===== src/grid_local_minimum_risk_sum_core_defines.svh =====
// Assertion macros for the grid local minimum core.
// Used by the top level only; relies on clk_i and rst_ni in the including scope.
`ifndef GRID_LOCAL_MINIMUM_RISK_SUM_CORE_DEFINES_SVH
`define GRID_LOCAL_MINIMUM_RISK_SUM_CORE_DEFINES_SVH

// Condition that holds at every clock edge out of reset.
`define GLMR_CHECK_NOW(name, cond, msg) \
  name: assert property (@(posedge clk_i) disable iff (!rst_ni) (cond)) \
    else $error(msg);

// Same-cycle implication.
`define GLMR_CHECK_IMPL(name, ante, cons, msg) \
  name: assert property (@(posedge clk_i) disable iff (!rst_ni) (ante) |-> (cons)) \
    else $error(msg);

// Next-cycle implication.
`define GLMR_CHECK_NEXT(name, ante, cons, msg) \
  name: assert property (@(posedge clk_i) disable iff (!rst_ni) (ante) |=> (cons)) \
    else $error(msg);

`endif


===== src/glmr_pkg.sv =====
// Shared constants and types of the grid local minimum core.
// No dependencies; imported by the line cell, the line and the top level.
package glmr_pkg;

  localparam int MAX_WIDTH   = 256;
  localparam int COL_W       = $clog2(MAX_WIDTH);
  localparam int ROW_WIDTH_W = 9;
  localparam int HEIGHT_W    = 4;
  localparam int RISK_W      = 32;
  localparam int COUNT_W     = 24;

  localparam logic [ROW_WIDTH_W-1:0] ROW_WIDTH_RESET = ROW_WIDTH_W'(100);
  localparam logic [COL_W-1:0]       RING_WM1_RESET  = COL_W'(100 - 1);

  typedef logic [COL_W-1:0] col_t;

  // One column of the two line stores.
  typedef struct packed {
    logic [HEIGHT_W-1:0] up2;  // row before the previous one
    logic [HEIGHT_W-1:0] up;   // previous row
  } cell_t;

  // Control broadcast along the line.
  typedef struct packed {
    logic  step;    // rotate the ring by one column
    logic  wr;      // overwrite the cell at wr_idx before it moves on
    col_t  wr_idx;
    col_t  wm1;     // ring width minus one
    cell_t wdata;
  } line_ctl_t;

endpackage


===== src/glmr_cell.sv =====
// One column cell of the rotating line store.
// Depends on glmr_pkg.
module glmr_cell (
  input  logic              clk_i,
  input  glmr_pkg::col_t    idx_i,
  input  glmr_pkg::line_ctl_t ctl_i,
  input  glmr_pkg::cell_t   next_i,
  input  glmr_pkg::cell_t   head_i,
  output glmr_pkg::cell_t   val_o,
  output glmr_pkg::cell_t   fwd_o
);
  import glmr_pkg::*;

  cell_t val_q, val_d;

  // Value handed to the neighbor: the stored one, or the fresh write.
  assign fwd_o = (ctl_i.wr && (idx_i == ctl_i.wr_idx)) ? ctl_i.wdata : val_q;
  assign val_o = val_q;

  always_comb begin
    val_d = val_q;
    if (ctl_i.step) begin
      if (idx_i < ctl_i.wm1) begin
        val_d = next_i;
      end else if (idx_i == ctl_i.wm1) begin
        val_d = head_i;
      end
    end
  end

  always_ff @(posedge clk_i) begin
    val_q <= val_d;
  end

endmodule


===== src/glmr_line.sv =====
// Chain of column cells forming the two line stores as one ring.
// Depends on glmr_pkg and glmr_cell.
module glmr_line (
  input  logic                clk_i,
  input  glmr_pkg::line_ctl_t ctl_i,
  output glmr_pkg::cell_t     cell0_o,
  output glmr_pkg::cell_t     cell1_o,
  output glmr_pkg::cell_t     cell2_o
);
  import glmr_pkg::*;

  cell_t val[MAX_WIDTH];
  cell_t fwd[MAX_WIDTH];

  for (genvar k = 0; k < MAX_WIDTH; k++) begin : g_cell
    cell_t next_in;
    if (k == MAX_WIDTH - 1) begin : g_tail
      assign next_in = '0;
    end else begin : g_mid
      assign next_in = fwd[k+1];
    end

    glmr_cell u_cell (
      .clk_i  (clk_i),
      .idx_i  (COL_W'(k)),
      .ctl_i  (ctl_i),
      .next_i (next_in),
      .head_i (fwd[0]),
      .val_o  (val[k]),
      .fwd_o  (fwd[k])
    );
  end

  assign cell0_o = val[0];
  assign cell1_o = val[1];
  assign cell2_o = val[2];

endmodule


===== config.mk =====
export PLATFORM = sky130hd
export DESIGN_NAME = glmr_line
export DESIGN_NICKNAME = d
export VERILOG_FILES = /design/src/grid_local_minimum_risk_sum_core_defines.svh /design/src/glmr_pkg.sv /design/src/glmr_cell.sv /design/src/glmr_line.sv
export SDC_FILE = /design/constraint.sdc
export NUM_CORES = 2
export LEC_CHECK = 0
export BUFFER_PORTS_ARGS = -buffer_cell sky130_fd_sc_hd__buf_2
export CAP_MARGIN = 30
export CELL_PAD_IN_SITES_DETAIL_PLACEMENT = 0
export CELL_PAD_IN_SITES_GLOBAL_PLACEMENT = 1
export CORE_ASPECT_RATIO = 1.2
export CORE_MARGIN = 4
export CORE_UTILIZATION = 50
export CTS_BUF_LIST = sky130_fd_sc_hd__clkbuf_4 sky130_fd_sc_hd__clkbuf_8
export DETAILED_ROUTE_END_ITERATION = 10
export HOLD_SLACK_MARGIN = 0.08
export PLACE_DENSITY_LB_ADDON = 0.1
export REMOVE_ABC_BUFFERS = 1
export SLEW_MARGIN = 25
export SYNTH_ARGS = -nofsm -noshare
export SYNTH_HDL_FRONTEND = slang
export SYNTH_SLANG_ARGS = --single-unit

===== constraint.sdc =====
create_clock -name clk_i -period 3.15 [get_ports clk_i]
set_input_delay 0.315 -clock clk_i [delete_from_list [all_inputs] [get_ports clk_i]]
set_output_delay 0.315 -clock clk_i [all_outputs]
set_load 0.03 [all_outputs]

==> results_dict.tcl <==
set metrics [dict create \
    start_util_pct 50.4 \
    maxCapViolCount 0 \
    placed_area_sq_mm 0.120 \
    top_layer_used "met5" \
    hold_depth 4 \
    rr_endpoint "g_cell[159].u_cell.val_o[0]$_DFFE_PP_" \
    largest_reg_flops 2048 \
    dr_wl_met3_um 27400 \
    hold_class "in2reg" \
    critPathKind "in2reg" \
    worst_pin_slew_ps 1020 \
    setup_tns_ps 0 \
    reg2reg_slack_ps 1220 \
    num_io_pins 51 \
    ys_types 67 \
    worstPathRequired_ps 3800 \
    clkSinkCount 2048 \
    vias 72089 \
    dieArea_sq_mm 0.233 \
    drc 0 \
    yosys_warnings 0 \
    first_pass_iters 6 \
    finalWorstSetupSlack_ps 704 \
    core_sq_mm 0.224 \
    grt_start_max_net_pins 78 \
    powerDensity_mw_per_mm2 503 \
    grt_overflow 0 \
    ant_nets 0 \
    r2r_cells 4 \
    io_buffers 50 \
    cts_root_buf "clkbuf_8" \
    ys_seq_area_share_pct 54.6 \
    worstSetupStartpointType "input pin" \
    wl_um 370000 \
    period_needed_ps 2450 \
    swShare_pct 26.8 \
    drive_gt1_share_pct 17.9 \
    finalClockSkew_ps 65.8 \
    netlist_area_sq_mm 0.113 \
    rows 190 \
    wl_met1_um 150000 \
    drt-vias-per-instance 6.28 \
    clkPwrFrac_pct 36.8 \
    synth_area_per_cell_sq_um 14.3 \
    hold_end "g_cell[255].u_cell.val_o[4]$_DFFE_PP_" \
    htree_num_levels 5 \
    grt_pass1_vias 74920 \
    p_switching_uw 17100 \
    power_leakage_uw 0.0525 \
    slew_headroom_pct 32.2 \
    endpoint_kind "register" \
    wl_met2_um 177000 \
    cts_buffer_depth 4 \
    p_seq_share_pct 50.7 \
    final_common_cell "mux2i_1" \
    synth_edf_count 2048 \
    status "completed" \
    worstHoldStart "ctl_i[8]" \
    synthToLayoutAreaGrowth_pct 12.6 \
    synthFlopType "edfxtp_1" \
    wl_per_cell_um 32.3 \
    grt_usage_pct 31.1 \
    synthArstFlopShare_pct 0 \
    worstPathMaxFanout 13 \
    grt_pass1_wl_um 533000 \
    dp_slack_ps 34.6 \
    setup_violations 0 \
    synthCells 7901 \
    gp_congestion 0.908 \
    r2r-start "g_cell[0].u_cell.val_o[0]$_DFFE_PP_" \
    rsz0062_at_grt "no" \
    tritoncts "done" \
    clk_latency_ps 1040 \
    dp_hpwl_um 241000 \
    cts.clk_slew.worst_paths_ps 70 \
    comb_power_share_pct 12.4 \
    dieHeight_um 528 \
    layout.nets 8274 \
    final_hold_viol_count 0 \
    cts_setup_buffers 0 \
    fp.dieW_um 441 \
    arrival_ps 3100 \
    fmax_ghz 0.409 \
    power.internal_uw 46700 \
    drt_iter0_drc 6477 \
    period_share_pct 77.7 \
    drv_slew 0 \
    final_cell_mix "mux2i_1, edfxtp_1, buf_4, clkbuf_8, nor2_1" \
    stdcell_area_sq_mm 0.127 \
    synth-seq-cells 2048 \
    cts_made_buffers 348 \
    antenna_found_initial 24 \
    ir_drop_mv 0.375 \
]
-- area by class of cell --
cell class              count  area (sq um)
diodes                     17          42.5
clock buffers             438          5500
clock inverters           155           921
fillers                 18030         96800
inverters                  22          90.1
multi-input cells        5074         48100
flip-flops and latches   2048         61500
well taps                2976          3720
repair buffers            753          7020
-- power by group through the flow --
stage               logic, uW  clock network, uW  registers, uW
finish                   7920              23500          32400
global route             8310              25100          32500
CTS                      7830              23900          32400
detailed placement       7760                  0          32900
global placement         7640                  0          32900
floorplan                4340                  0          32800
-- metal layers --
layer  track usage (%)  vias to the layer above
met5                 0                        -
met4              12.9                       18
met2              51.2                     2929
met1              40.4                    37260
met3              6.08                      798
li1                  -                    31084
-- worst max-delay path by stage --
stage	start	endpoint	slack, ps	cells after the start
global route	ctl_i[15]	g_cell[209].u_cell.val_o[1]$_DFFE_PP_	690	8
global placement	ctl_i[16]	g_cell[210].u_cell.val_o[4]$_DFFE_PP_	-60	7
floorplan	ctl_i[21]	g_cell[14].u_cell.val_o[0]$_DFFE_PP_	-9130	4
finish	ctl_i[15]	g_cell[163].u_cell.val_o[3]$_DFFE_PP_	700	8
CTS	ctl_i[15]	g_cell[151].u_cell.val_o[0]$_DFFE_PP_	770	7
detailed placement	ctl_i[16]	g_cell[210].u_cell.val_o[0]$_DFFE_PP_	30	7
-- metrics by stage --
| step | util (%) | total power, uW | std cells | hold slack [ps] |
|---|---|---|---|---|
| floorplan | - | 37200 | 7144 | 427 |
| global placement | 53.7 | 40600 | 10850 | 581 |
| detailed placement | 53.8 | 40700 | 10859 | 589 |
| CTS | 56.7 | 64000 | 11462 | 98.2 |
| global route | 56.7 | 65800 | 11479 | 158 |
| finish | 56.7 | 63800 | 11483 | 177 |
-- cell families (layout without fill, tap and decap cells) --
family                 after synthesis  in the layout  synth area share (%)
AOI/OAI and AO/OA                  279            279                  1.52
buffers and inverters              779           1368                  3.02
DFF                               2048           2048                  54.6
muxes                             4070           4070                  36.2
other                                0             17                     0
and+or+nand+nor                    725            725                  4.72
-- what timing repair did --
item / CTS / global route
hold endpoints to repair: 206 / 0
hold buffers: 10 / 0
endpoints found under the setup margin: 0 / 0
resized for setup: 0 / 0
-- synthesized netlist by cell type, drive strengths merged, types with 7 or more instances --
library cell  count  area (sq um)
nand3           103           556
a21oi           125           742
nor2b             8          50.1
or3               9          56.3
nand2            71           272
and4              8          70.1
o21bai            9          67.6
clkbuf          361          1360
nor2            168           651
mux2i          4070         40700
nand4            22           144
nand4bb           7          78.8
nor3            162          2160
edfxtp         2048         61500
buf             396          1970
a31oi             9          56.3
a21o             16           120
and2             87           544
nor4bb            7          70.1
inv              22          82.6
nor4             10           138
nand2b            8          50.1
o21ai            78           409
or2              11          68.8
a22oi            10          75.1
-- critical path, stage by stage --
cell           delay, ps
dlygate4sd3_1        570
buf_4                240
inv_1                400
buf_4                310
nor3_2                70
buf_4                210
a21oi_2              500
and2_1               430
(Power assumes the default switching activity.)
